### src/rtl/core/smv_pkg.sv
// smv_pkg: shared types, field widths and helpers for the sample mean and variance block
// no dependencies; imported by smv_ctrl, smv_datapath and sample_mean_variance
`timescale 1ns / 1ps
`default_nettype none

package smv_pkg;

    // default widths of the accumulated sample and the sample counter
    localparam int SAMPLE_BITS_DEF = 10;
    localparam int COUNT_BITS_DEF  = 16;

    // fixed field widths of the stream payloads
    localparam int SAMPLE_W   = 10;
    localparam int MEAN_W     = 10;
    localparam int VAR_W      = 18;
    localparam int SAMPLES_W  = 16;
    localparam int S_TDATA_W  = 16;
    localparam int M_TDATA_W  = 48;

    // result field positions inside m_tdata
    localparam int MEAN_LSB    = 0;
    localparam int VAR_LSB     = MEAN_LSB + MEAN_W;
    localparam int SAMPLES_LSB = VAR_LSB + VAR_W;
    localparam int PAD_LSB     = SAMPLES_LSB + SAMPLES_W;

    // operation selected on the shared multiplier and divider
    typedef enum logic [2:0] {
        OP_N_SQ    = 3'd0,  // count times sum of squares
        OP_SUM_SUM = 3'd1,  // sum squared
        OP_N_N     = 3'd2,  // count squared
        OP_MEAN    = 3'd3,  // sum over count
        OP_VAR     = 3'd4   // spread over count squared
    } smv_op_t;

    // commands from the controller to the datapath
    typedef struct packed {
        logic    accept;    // input beat taken this cycle
        logic    mul_load;  // load multiplier operands for op
        logic    mul_step;  // one shift-add step
        logic    div_load;  // load divider operands for op
        logic    div_step;  // one restoring step
        logic    out_load;  // move results into the output register
        smv_op_t op;
    } smv_cmd_t;

    // working width of the divider: full product width, never below the variance field
    function automatic int div_width(input int sample_bits, input int count_bits);
        int prod_w;
        prod_w = 2 * (sample_bits + count_bits);
        return (prod_w > VAR_W) ? prod_w : VAR_W;
    endfunction

endpackage

`default_nettype wire

### src/rtl/core/smv_ctrl.sv
// smv_ctrl: sequencing state machine for accumulation, multiply, divide and output
// depends on smv_pkg for the command struct, op codes and width helper
`timescale 1ns / 1ps
`default_nettype none

module smv_ctrl #(
    parameter int SAMPLE_BITS = 10,
    parameter int COUNT_BITS  = 16
) (
    input  wire               aclk,
    input  wire               aresetn,
    input  wire               s_tvalid,
    input  wire               s_tlast,
    output logic              s_tready,
    input  wire               m_tready,
    output logic              m_tvalid,
    output smv_pkg::smv_cmd_t cmd
);
    import smv_pkg::*;

    localparam int SUM_W = SAMPLE_BITS + COUNT_BITS;
    localparam int DIV_W = div_width(SAMPLE_BITS, COUNT_BITS);
    localparam int CNT_W = $clog2(DIV_W);

    typedef enum logic [5:0] {
        ST_ACC   = 6'b000001,
        ST_MLOAD = 6'b000010,
        ST_MSTEP = 6'b000100,
        ST_DLOAD = 6'b001000,
        ST_DSTEP = 6'b010000,
        ST_HOLD  = 6'b100000
    } state_t;

    state_t          state_reg, state_next;
    smv_op_t         op_reg, op_next;
    logic [CNT_W-1:0] cnt_reg, cnt_next;
    logic            m_tvalid_reg, m_tvalid_next;
    logic            beat;
    logic            mul_done, div_done;

    assign s_tready = (state_reg == ST_ACC);
    assign m_tvalid = m_tvalid_reg;
    assign beat     = s_tvalid && s_tready;
    assign mul_done = (cnt_reg == CNT_W'(SUM_W - 1));
    assign div_done = (cnt_reg == CNT_W'(DIV_W - 1));

    // next state and command decode
    always_comb begin
        state_next   = state_reg;
        op_next      = op_reg;
        cnt_next     = cnt_reg;
        cmd          = '0;
        cmd.op       = op_reg;
        cmd.accept   = beat;
        case (state_reg)
            ST_ACC: begin
                if (beat && s_tlast) begin
                    op_next    = OP_N_SQ;
                    state_next = ST_MLOAD;
                end
            end
            ST_MLOAD: begin
                cmd.mul_load = 1'b1;
                cnt_next     = '0;
                state_next   = ST_MSTEP;
            end
            ST_MSTEP: begin
                cmd.mul_step = 1'b1;
                cnt_next     = cnt_reg + 1'b1;
                if (mul_done) begin
                    case (op_reg)
                        OP_N_SQ: begin
                            op_next    = OP_SUM_SUM;
                            state_next = ST_MLOAD;
                        end
                        OP_SUM_SUM: begin
                            op_next    = OP_N_N;
                            state_next = ST_MLOAD;
                        end
                        default: begin
                            op_next    = OP_MEAN;
                            state_next = ST_DLOAD;
                        end
                    endcase
                end
            end
            ST_DLOAD: begin
                cmd.div_load = 1'b1;
                cnt_next     = '0;
                state_next   = ST_DSTEP;
            end
            ST_DSTEP: begin
                cmd.div_step = 1'b1;
                cnt_next     = cnt_reg + 1'b1;
                if (div_done) begin
                    if (op_reg == OP_MEAN) begin
                        op_next    = OP_VAR;
                        state_next = ST_DLOAD;
                    end else begin
                        state_next = ST_HOLD;
                    end
                end
            end
            ST_HOLD: begin
                // results finished, wait until the output register is free
                if (!m_tvalid_reg || m_tready) begin
                    cmd.out_load = 1'b1;
                    state_next   = ST_ACC;
                end
            end
            default: begin
                state_next = ST_ACC;
            end
        endcase
    end

    // output valid: set on load, cleared when the beat is taken
    always_comb begin
        if (cmd.out_load) begin
            m_tvalid_next = 1'b1;
        end else if (m_tready) begin
            m_tvalid_next = 1'b0;
        end else begin
            m_tvalid_next = m_tvalid_reg;
        end
    end

    always_ff @(posedge aclk) begin
        if (!aresetn) begin
            state_reg    <= ST_ACC;
            op_reg       <= OP_N_SQ;
            cnt_reg      <= '0;
            m_tvalid_reg <= 1'b0;
        end else begin
            state_reg    <= state_next;
            op_reg       <= op_next;
            cnt_reg      <= cnt_next;
            m_tvalid_reg <= m_tvalid_next;
        end
    end

endmodule

`default_nettype wire

### src/rtl/core/smv_datapath.sv
// smv_datapath: accumulators, shift-add multiplier, restoring divider and output register
// depends on smv_pkg; driven by commands from smv_ctrl
`timescale 1ns / 1ps
`default_nettype none

module smv_datapath #(
    parameter int SAMPLE_BITS = 10,
    parameter int COUNT_BITS  = 16
) (
    input  wire                                aclk,
    input  wire                                aresetn,
    input  smv_pkg::smv_cmd_t                  cmd,
    input  wire  [smv_pkg::S_TDATA_W-1:0]      s_tdata,
    input  wire                                s_tlast,
    output logic [smv_pkg::M_TDATA_W-1:0]      m_tdata
);
    import smv_pkg::*;

    localparam int SUM_W  = SAMPLE_BITS + COUNT_BITS;
    localparam int SQ_W   = 2 * SAMPLE_BITS + COUNT_BITS;
    localparam int PROD_W = 2 * SUM_W;
    localparam int DIV_W  = div_width(SAMPLE_BITS, COUNT_BITS);

    // running accumulators
    logic [COUNT_BITS-1:0]    cnt_reg, cnt_next;
    logic [SUM_W-1:0]         sum_reg, sum_next;
    logic [SQ_W-1:0]          sq_reg, sq_next;
    // block snapshot taken on the last beat
    logic [COUNT_BITS-1:0]    n_reg;
    logic [SUM_W-1:0]         s_reg;
    logic [SQ_W-1:0]          q_reg;
    // multiplier
    logic [PROD_W-1:0]        mul_a_reg, mul_acc_reg, mul_acc_next;
    logic [SUM_W-1:0]         mul_b_reg;
    logic [PROD_W-1:0]        prod_reg, sqr_reg, nn_reg;
    // divider
    logic [DIV_W-1:0]         rem_reg, dvd_reg, dvs_reg;
    logic [DIV_W:0]           shifted, trial;
    logic                     fits;
    logic [DIV_W-1:0]         rem_next, quo_next;
    logic [PROD_W-1:0]        var_diff;
    logic [MEAN_W-1:0]        mean_res_reg, mean_out_reg;
    logic [VAR_W-1:0]         var_res_reg, var_out_reg;
    logic [SAMPLES_W-1:0]     samples_out_reg;
    // sample path
    logic [SAMPLE_BITS-1:0]   samp;
    logic [2*SAMPLE_BITS-1:0] samp_sq;
    logic [SUM_W-1:0]         sum_add;
    logic [SQ_W-1:0]          sq_add;

    assign samp    = SAMPLE_BITS'(s_tdata[SAMPLE_W-1:0]);
    assign samp_sq = samp * samp;

    // accumulate unless the counter is saturated
    always_comb begin
        if (&cnt_reg) begin
            cnt_next = cnt_reg;
            sum_add  = sum_reg;
            sq_add   = sq_reg;
        end else begin
            cnt_next = cnt_reg + 1'b1;
            sum_add  = sum_reg + SUM_W'(samp);
            sq_add   = sq_reg + SQ_W'(samp_sq);
        end
        sum_next = sum_add;
        sq_next  = sq_add;
    end

    always_ff @(posedge aclk) begin
        if (!aresetn) begin
            cnt_reg <= '0;
            sum_reg <= '0;
            sq_reg  <= '0;
        end else if (cmd.accept) begin
            if (s_tlast) begin
                cnt_reg <= '0;
                sum_reg <= '0;
                sq_reg  <= '0;
            end else begin
                cnt_reg <= cnt_next;
                sum_reg <= sum_next;
                sq_reg  <= sq_next;
            end
        end
    end

    // snapshot of the closed block
    always_ff @(posedge aclk) begin
        if (cmd.accept && s_tlast) begin
            n_reg <= cnt_next;
            s_reg <= sum_next;
            q_reg <= sq_next;
        end
    end

    // shift-add multiplier, one multiplier bit per step
    assign mul_acc_next = mul_acc_reg + (mul_b_reg[0] ? mul_a_reg : '0);

    always_ff @(posedge aclk) begin
        if (cmd.mul_load) begin
            mul_acc_reg <= '0;
            case (cmd.op)
                OP_N_SQ: begin
                    mul_a_reg <= PROD_W'(q_reg);
                    mul_b_reg <= SUM_W'(n_reg);
                end
                OP_SUM_SUM: begin
                    mul_a_reg <= PROD_W'(s_reg);
                    mul_b_reg <= s_reg;
                end
                default: begin
                    mul_a_reg <= PROD_W'(n_reg);
                    mul_b_reg <= SUM_W'(n_reg);
                end
            endcase
        end else if (cmd.mul_step) begin
            mul_acc_reg <= mul_acc_next;
            mul_a_reg   <= {mul_a_reg[PROD_W-2:0], 1'b0};
            mul_b_reg   <= {1'b0, mul_b_reg[SUM_W-1:1]};
        end
    end

    // product registers follow the running sum of the selected op
    always_ff @(posedge aclk) begin
        if (cmd.mul_step) begin
            case (cmd.op)
                OP_N_SQ:    prod_reg <= mul_acc_next;
                OP_SUM_SUM: sqr_reg  <= mul_acc_next;
                OP_N_N:     nn_reg   <= mul_acc_next;
                default:    nn_reg   <= nn_reg;
            endcase
        end
    end

    // spread term, clamped at zero
    assign var_diff = (prod_reg >= sqr_reg) ? (prod_reg - sqr_reg) : '0;

    // restoring divider, one quotient bit per step
    assign shifted  = {rem_reg, dvd_reg[DIV_W-1]};
    assign trial    = shifted - {1'b0, dvs_reg};
    assign fits     = (shifted >= {1'b0, dvs_reg});
    assign rem_next = fits ? trial[DIV_W-1:0] : shifted[DIV_W-1:0];
    assign quo_next = {dvd_reg[DIV_W-2:0], fits};

    always_ff @(posedge aclk) begin
        if (cmd.div_load) begin
            rem_reg <= '0;
            if (cmd.op == OP_MEAN) begin
                dvd_reg <= DIV_W'(s_reg);
                dvs_reg <= DIV_W'(n_reg);
            end else begin
                dvd_reg <= DIV_W'(var_diff);
                dvs_reg <= DIV_W'(nn_reg);
            end
        end else if (cmd.div_step) begin
            rem_reg <= rem_next;
            dvd_reg <= quo_next;
        end
    end

    always_ff @(posedge aclk) begin
        if (cmd.div_step) begin
            if (cmd.op == OP_MEAN) begin
                mean_res_reg <= quo_next[MEAN_W-1:0];
            end else begin
                var_res_reg  <= quo_next[VAR_W-1:0];
            end
        end
    end

    // output register
    always_ff @(posedge aclk) begin
        if (cmd.out_load) begin
            mean_out_reg    <= mean_res_reg;
            var_out_reg     <= var_res_reg;
            samples_out_reg <= SAMPLES_W'(n_reg);
        end
    end

    assign m_tdata = {{(M_TDATA_W - PAD_LSB){1'b0}}, samples_out_reg, var_out_reg, mean_out_reg};

endmodule

`default_nettype wire

### src/rtl/core/sample_mean_variance.sv
// sample_mean_variance: integer mean and population variance over blocks of samples
// depends on smv_pkg, smv_ctrl and smv_datapath
//
// Usage:
//   Input stream s_*: one sample per beat in s_tdata, s_tlast on the final sample of a
//   block. Sample count, sum and sum of squares are accumulated one beat per cycle while s_tready is high.
//   Output stream m_*: one beat per block carrying mean, variance and sample count.
// Block evaluation:
//   Non-final beats are taken back to back. After the final beat the input is held off
//   while three shift-add multiplies and two restoring divides run on shared units and
//   the output register loads, and for longer while an earlier result still waits.
//   m_tvalid rises and s_tready returns together once the output register has loaded.
// Counter saturation:
//   Once the count reaches its maximum further samples are dropped; the final beat
//   still closes the block.
// Reset and stalls:
//   aresetn clears the accumulators, the sequencer and m_tvalid. A finished result sits
//   in the output register until taken; the next block streams in meanwhile, and only
//   its own result waits for the register to free up.
`timescale 1ns / 1ps
`default_nettype none

module sample_mean_variance #(
    parameter int SAMPLE_BITS = smv_pkg::SAMPLE_BITS_DEF,
    parameter int COUNT_BITS  = smv_pkg::COUNT_BITS_DEF
) (
    input  wire                           aclk,
    input  wire                           aresetn,
    // s_tdata: [9:0] sample, [15:10] zero
    input  wire  [smv_pkg::S_TDATA_W-1:0] s_tdata,
    input  wire                           s_tvalid,
    input  wire                           s_tlast,
    output logic                          s_tready,
    // m_tdata: [9:0] mean, [27:10] variance, [43:28] samples, [47:44] zero
    output logic [smv_pkg::M_TDATA_W-1:0] m_tdata,
    output logic                          m_tvalid,
    input  wire                           m_tready
);
    import smv_pkg::*;

    smv_cmd_t cmd;

    // sequencer
    smv_ctrl #(
        .SAMPLE_BITS (SAMPLE_BITS),
        .COUNT_BITS  (COUNT_BITS)
    ) u_ctrl (
        .aclk     (aclk),
        .aresetn  (aresetn),
        .s_tvalid (s_tvalid),
        .s_tlast  (s_tlast),
        .s_tready (s_tready),
        .m_tready (m_tready),
        .m_tvalid (m_tvalid),
        .cmd      (cmd)
    );

    // arithmetic
    smv_datapath #(
        .SAMPLE_BITS (SAMPLE_BITS),
        .COUNT_BITS  (COUNT_BITS)
    ) u_datapath (
        .aclk    (aclk),
        .aresetn (aresetn),
        .cmd     (cmd),
        .s_tdata (s_tdata),
        .s_tlast (s_tlast),
        .m_tdata (m_tdata)
    );

    // a closing beat holds off input while the block is evaluated
    assert property (@(posedge aclk) disable iff (!aresetn)
        (s_tvalid && s_tready && s_tlast) |=> !s_tready)
        else $error("input accepted right after a closing beat");

    // every reported block has at least one sample
    assert property (@(posedge aclk) disable iff (!aresetn)
        m_tvalid |-> (m_tdata[PAD_LSB-1:SAMPLES_LSB] != '0))
        else $error("result with zero sample count");

    // no result straight out of reset
    assert property (@(posedge aclk)
        !aresetn |=> !m_tvalid)
        else $error("output valid after reset");

endmodule

`default_nettype wire
### config.mk
export PLATFORM = sky130hd
export DESIGN_NAME = sample_mean_variance
export DESIGN_NICKNAME = d
export VERILOG_FILES = /design/src/rtl/core/smv_pkg.sv /design/src/rtl/core/smv_ctrl.sv /design/src/rtl/core/smv_datapath.sv /design/src/rtl/core/sample_mean_variance.sv
export SDC_FILE = /design/constraint.sdc
export NUM_CORES = 2
export LEC_CHECK = 0
export BUFFER_PORTS_ARGS = -buffer_cell sky130_fd_sc_hd__buf_2
export CAP_MARGIN = 20
export CELL_PAD_IN_SITES_DETAIL_PLACEMENT = 1
export CELL_PAD_IN_SITES_GLOBAL_PLACEMENT = 2
export CORE_MARGIN = 1
export CORE_UTILIZATION = 42
export CTS_CLUSTER_SIZE = 12
export DETAILED_ROUTE_END_ITERATION = 7
export GPL_TIMING_DRIVEN = 0
export PLACE_DENSITY = 0.85
export SYNTH_ARGS = -nofsm -noshare
export SYNTH_HDL_FRONTEND = slang
export SYNTH_SLANG_ARGS = --single-unit
### constraint.sdc
create_clock -name aclk -period 7.6 [get_ports aclk]
set_input_delay 0.76 -clock aclk [delete_from_list [all_inputs] [get_ports aclk]]
set_output_delay 0.76 -clock aclk [all_outputs]
set_load 0.03 [all_outputs]
# [Yosys cells after proc, flatten, opt, wreduce, memory -nomap -nowiden]
# Cells that the tools add are included.
[op_classes] n_addsub=7 n_mul=1 div=0 order_cmp=2 eq_ne=16 shifts=0 n_mux=41 bitwise_logic=1 n_reduce_logical=21
[op_table] op="52-bit 2-to-1 mux" count=8
[op_table] op="26-bit 2-to-1 mux" count=5
[op_table] op="52-bit subtractor" count=2
[op_table] op="36-bit 2-to-1 mux" count=2
[op_table] op="36-bit case mux with 2 select lines" count=1
[op_table] op="53-bit by 52-bit greater-or-equal comparator with 1-bit output" count=1
[op_table] op="52-bit adder" count=1
[op_table] op="52-bit greater-or-equal comparator" count=1
[op_table] op="16-bit 2-to-1 mux" count=3
[op_table] op="36-bit by 20-bit adder with 36-bit output" count=1
[op_table] op="6-bit case mux with 6 select lines" count=1
[op_table] op="6-bit 2-to-1 mux" count=5
[op_table] op="26-bit by 10-bit adder with 26-bit output" count=1
[op_table] op="10-bit by 10-bit multiplier with 20-bit output" count=1
[op_table] op="16-bit by 1-bit adder with 16-bit output, second input constant" count=1
[op_table] op="16-bit AND reduction" count=1
[op_table] op="6-bit by 5-bit equality test with 1-bit output, second input constant" count=2
[op_table] op="6-bit equality test, second input constant" count=2
[op_table] op="3-bit 2-to-1 mux" count=4
[op_table] op="6-bit case mux with 2 select lines" count=1
[op_table] op="2-bit AND reduction" count=5
[op_table] op="3-bit case mux with 3 select lines" count=1
[op_table] op="1-bit 2-to-1 mux" count=8
[op_table] op="2-bit by 1-bit inequality test with 1-bit output, second input constant" count=4
[op_table] op="other kinds (20)" count=27
[word_totals] reg_bits=686 latch_bits=0 ram_bits=0 rom_bits=0 output_inout_bits=50 wordCells=114 mem_count=0

# [Depth between registers and ports, before layout]
[logic_depth] ltp_word=5 ltp_mapped=25 mapped_depth_nobuf=24

# [Hierarchy]
# Synthesis repeated with hierarchy kept, for this count alone.
[hier_totals] cells_unflattened=3988 hier_area_um2=39948.3
[by_module_without_submodules] mod="smv_datapath" n_inst=1 cells_per_inst=3887 area_per_inst_um2=39057.5 seq_area_each_um2=18297.5
[by_module_without_submodules] mod="smv_ctrl" n_inst=1 cells_per_inst=101 area_per_inst_um2=890.9 seq_area_each_um2=320.3

# [Worst setup path after synthesis]
# No wires, ideal clock.
[synth_timing] path_type="flip-flop to flip-flop" start="reg u_ctrl.op_reg[0]" end="reg u_datapath.nn_reg[0], enable pin" setup_time_ps=609 arrival_ps=6454 required_ps=6991 slack_ps=537 stages_incl_launch_ff=5 n_path_buf=3 period_less_slack_ps=7063 path_cell_list="dfxtp_1 -> clkbuf_1 -> buf_1 -> clkbuf_1 -> nor4b_1"
[synth_between] elab_chain_len=2
[synth_lines] element="from (decl)" line_no="smv_ctrl.sv:35" text="smv_op_t op_reg, op_next;"
[synth_lines] element="from (signal assigned)" line_no="smv_ctrl.sv:136" text="op_reg <= op_next;"
[synth_lines] element="3-bit by 2-bit equality test with 1-bit output" line_no="smv_datapath.sv:126" text="case (cmd.op)"
[synth_lines] element="2-bit AND reduction (no source line)"
[synth_lines] element="to (signal assigned)" line_no="smv_datapath.sv:129" text="OP_N_N: nn_reg <= mul_acc_next;"
[synth_lines] element="to (signal assigned)" line_no="smv_datapath.sv:130" text="default: nn_reg <= nn_reg;"
[synth_lines] element="to (decl)" line_no="smv_datapath.sv:35" text="logic [PROD_W-1:0] prod_reg, sqr_reg, nn_reg;"
# No other way between the ends.
# A chain may end at the register's enable or synchronous reset.

# [Worst setup path after layout]
[layout_timing] start="in s_tdata[1] in the netlist's numbering" end="reg u_datapath.q_reg[33] (data pin)"
[layout_between] elab_chain_len=3
[layout_lines] element="from (decl)" line_no="sample_mean_variance.sv:30" text="input wire [smv_pkg::S_TDATA_W-1:0] s_tdata,"
[layout_lines] element="10-bit by 10-bit multiplier with 20-bit output" line_no="smv_datapath.sv:52" text="assign samp_sq = samp * samp;"
[layout_lines] element="36-bit by 20-bit adder with 36-bit output" line_no="smv_datapath.sv:63" text="sq_add = sq_reg + SQ_W'(samp_sq);"
[layout_lines] element="36-bit 2-to-1 mux" line_no="smv_datapath.sv:56" text="if (&cnt_reg) begin"
[layout_lines] element="net u_datapath.sq_add[33]" line_no="smv_datapath.sv:49" text="logic [SQ_W-1:0] sq_add;"
[layout_lines] element="to (signal assigned)" line_no="smv_datapath.sv:92" text="q_reg <= sq_next;"
[layout_lines] element="to (decl)" line_no="smv_datapath.sv:31" text="logic [SQ_W-1:0] q_reg;"
# The timed path passes the listed nets, and every way through them passes these cells.

==> impl_metrics.ini <==
[placed_design]
io_buffers = 59
dpl.hpwl_um = 93400
pre_cts_ws_ns = 0.154
gp_congestion = 0.913
placed_area_sq_um = 41400
dpl.cell_count = 5178

[sta]
max-slew-margin-rel = 0.218
skew_ns = 0.0503
finalHoldWorstSlack_ns = 0.418
finalCritPeriodShare = 0.890
max_freq_mhz = 148
hold_viol = 0
period_needed_ns = 6.76
drv_slew = 0
setup_viol = 0
rsz0062_at_grt = false
worst_slack_ns = 0.838
worst-slew-pin-transition_ns = 1.17

[detailed_routing]
wl_per_cell_um = 22.8
drt-pass1-iter-count = 5
post-route-drc-count = 0
drt.antenna.violating_nets = 0
drt_iter0_drc = 2405
via_per_inst = 5.61
vias = 29900
routed_wl_um = 122000

[grt]
overflow = 0
grt_pass1_vias = 31200
grt_max_degree = 62
grt_pass1_wl_um = 187000
track_usage = 0.258
antenna_found_initial = 2

[worst_setup_path]
crit_path_max_fanout = 10
required_ns = 7.98
arrival_ns = 7.14
start_kind = primary input
path_class = primary input to flop
end_kind = flop

[floorplan]
rows = 111
die-width_um = 308
design.die.area_sq_um = 94600
die_h_um = 308
ios = 71
core_sq_um = 92100
start_util = 0.426

[cts]
cts_root_buffer = clkbuf_16
postCtsResizedCells = 0
clkSinkCount = 686
cts_tree = built
clockBufferDepth = 3
cts_made_buffers = 77
cts_hold_buf = 0
clock_latency_ns = 0.65
postCtsSetupBuffers = 0
htree_levels = 3
cts.clk_slew.worst_paths_ns = 0.06

[logic_synthesis]
synth_cell_types = 90
synthFlopType = edfxtp_1
synth.top_cell.area_share = 0.374
synth_compound_area_frac = 0.170
synthAdderAreaFrac = 0.108
synth_area_leaders = edfxtp_1 (37%), dfxtp_1 (10%), ha_1 (7.2%)
async_flop_share = 0
synthMuxAreaShare = 0.0175
syn_avg_cell_area_sq_um = 10.2
syn-cell-area_sq_um = 39200
synth_top_family_by_area = compound AO/OA/AOI/OAI gates
synth_xor_area_frac = 0.0485
synth_edf_count = 488
synth_warnings = 0
postSynthCellCount = 3850
yosysTopAreaCell = edfxtp_1
synth_seq_cells = 686
synth-simple-area-share = 0.133
ys_seq_area_frac = 0.475

[layout]
stdcell_count = 5322
nets = 4331
fin_area_sq_um = 44000
area_delta_synth_final_pct = 12.2
drive_gt1_frac = 0.0684

[power]
powerDensity_nw_per_um2 = 227
ir_worst_vdd_uv = 156
leakagePower_nw = 18.0

[hold_path]
holdCritPathClass = flop to flop

[outcome]
outcome = finished, final reports clean

[flow_run]
cap_violations = 0
[layer usage]
metal | wire length [um] | global-route usage | vias to the layer above | share of wire
met4 | 4300 | 0.0975 | 0 | 0.035
met3 | 4780 | 0.0242 | 174 | 0.039
li1 | - | - | 14100 | -
met5 | 0 | 0 | - | 0
met1 | 53500 | 0.337 | 15000 | 0.44
met2 | 59000 | 0.443 | 637 | 0.49
[per-stage QoR]
stage                util  setup TNS, ns  power (mW)
finish              0.478              0        10.0
global route        0.478              0        10.5
CTS                 0.478              0        10.1
detailed placement  0.450              0        6.32
global placement    0.446        -250.25        6.26
floorplan               -              0        5.77
[area by class of cell]
class | count | area (sq um)
fillers | 10300 | 48100
multi-input cells | 2692 | 18700
flip-flops and latches | 686 | 18600
clock buffers | 109 | 2220
well taps | 1243 | 1560
inverters | 289 | 1090
plain buffers | 186 | 818
repair buffers | 83 | 624
clock inverters | 33 | 334
diodes | 1 | 2.50
[final timing paths]
kind	startpoint	depth (start not counted)	end	slack (ns)
worst max-delay path	s_tdata[1]	21	u_datapath.q_reg[33]	0.84
worst min-delay path	u_datapath.var_res_reg[2]	0	u_datapath.var_out_reg[2]	0.42
worst max register to register	u_datapath.mul_b_reg[0]	15	u_datapath.mul_acc_reg[41]	2.08
worst min register to register	u_datapath.var_res_reg[2]	0	u_datapath.var_out_reg[2]	0.42
[power by group]
part	internal [mW]	switching, mW	leakage (nW)
clock	2.19	1.60	1.26
combinational	0.754	1.19	10.7
sequential	4.17	0.104	6.01
total	7.11	2.89	18.0
[cells in the final DEF (no fill, tap or decap), types with 118 or more instances in the layout]
cell type	instances
inv_1	285
and2_1	155
ha_1	225
dfxtp_1	198
nand2_1	448
xnor2_1	137
a21oi_1	234
o21ai_0	229
a21o_1	118
edfxtp_1	488
nor2_1	166
clkbuf_1	174
[Yosys cell counts (all sizes together) (80+ instances only)]
master and count:
edfxtp 488, nand2 449, dfxtp 198, nor2 170, o21ai 268, ha 225, xor2 80, clkbuf 159
a21oi 236, and2 155, inv 289, a21o 118, xnor2 137
[critical path, cell delays in order]
cell	delay, ns
buf_2	0.16
clkbuf_1	0.46
nand2_1	0.16
fa_1	0.55
inv_1	0.08
fa_1	0.52
fa_1	0.54
fa_1	0.55
inv_1	0.05
fa_1	0.52
inv_1	0.04
ha_1	0.37
a21o_1	0.19
a21o_1	0.17
a21o_1	0.19
a21oi_1	0.18
o211ai_1	0.20
a211oi_1	0.65
nor2_1	0.32
and3_1	0.32
xor2_1	0.15
[cells by family after synthesis]
| group | count (synthesis) |
|---|---|
| buffers and inverters | 475 |
| AND/OR/NAND/NOR | 1088 |
| XOR/XNOR | 217 |
| flip-flops | 686 |
| other | 1 |
| multiplexers | 68 |
| adder cells (fa/ha/maj) | 295 |
| AO/OA/AOI/OAI | 1020 |
No activity file was read; power rests on OpenSTA's default activity.
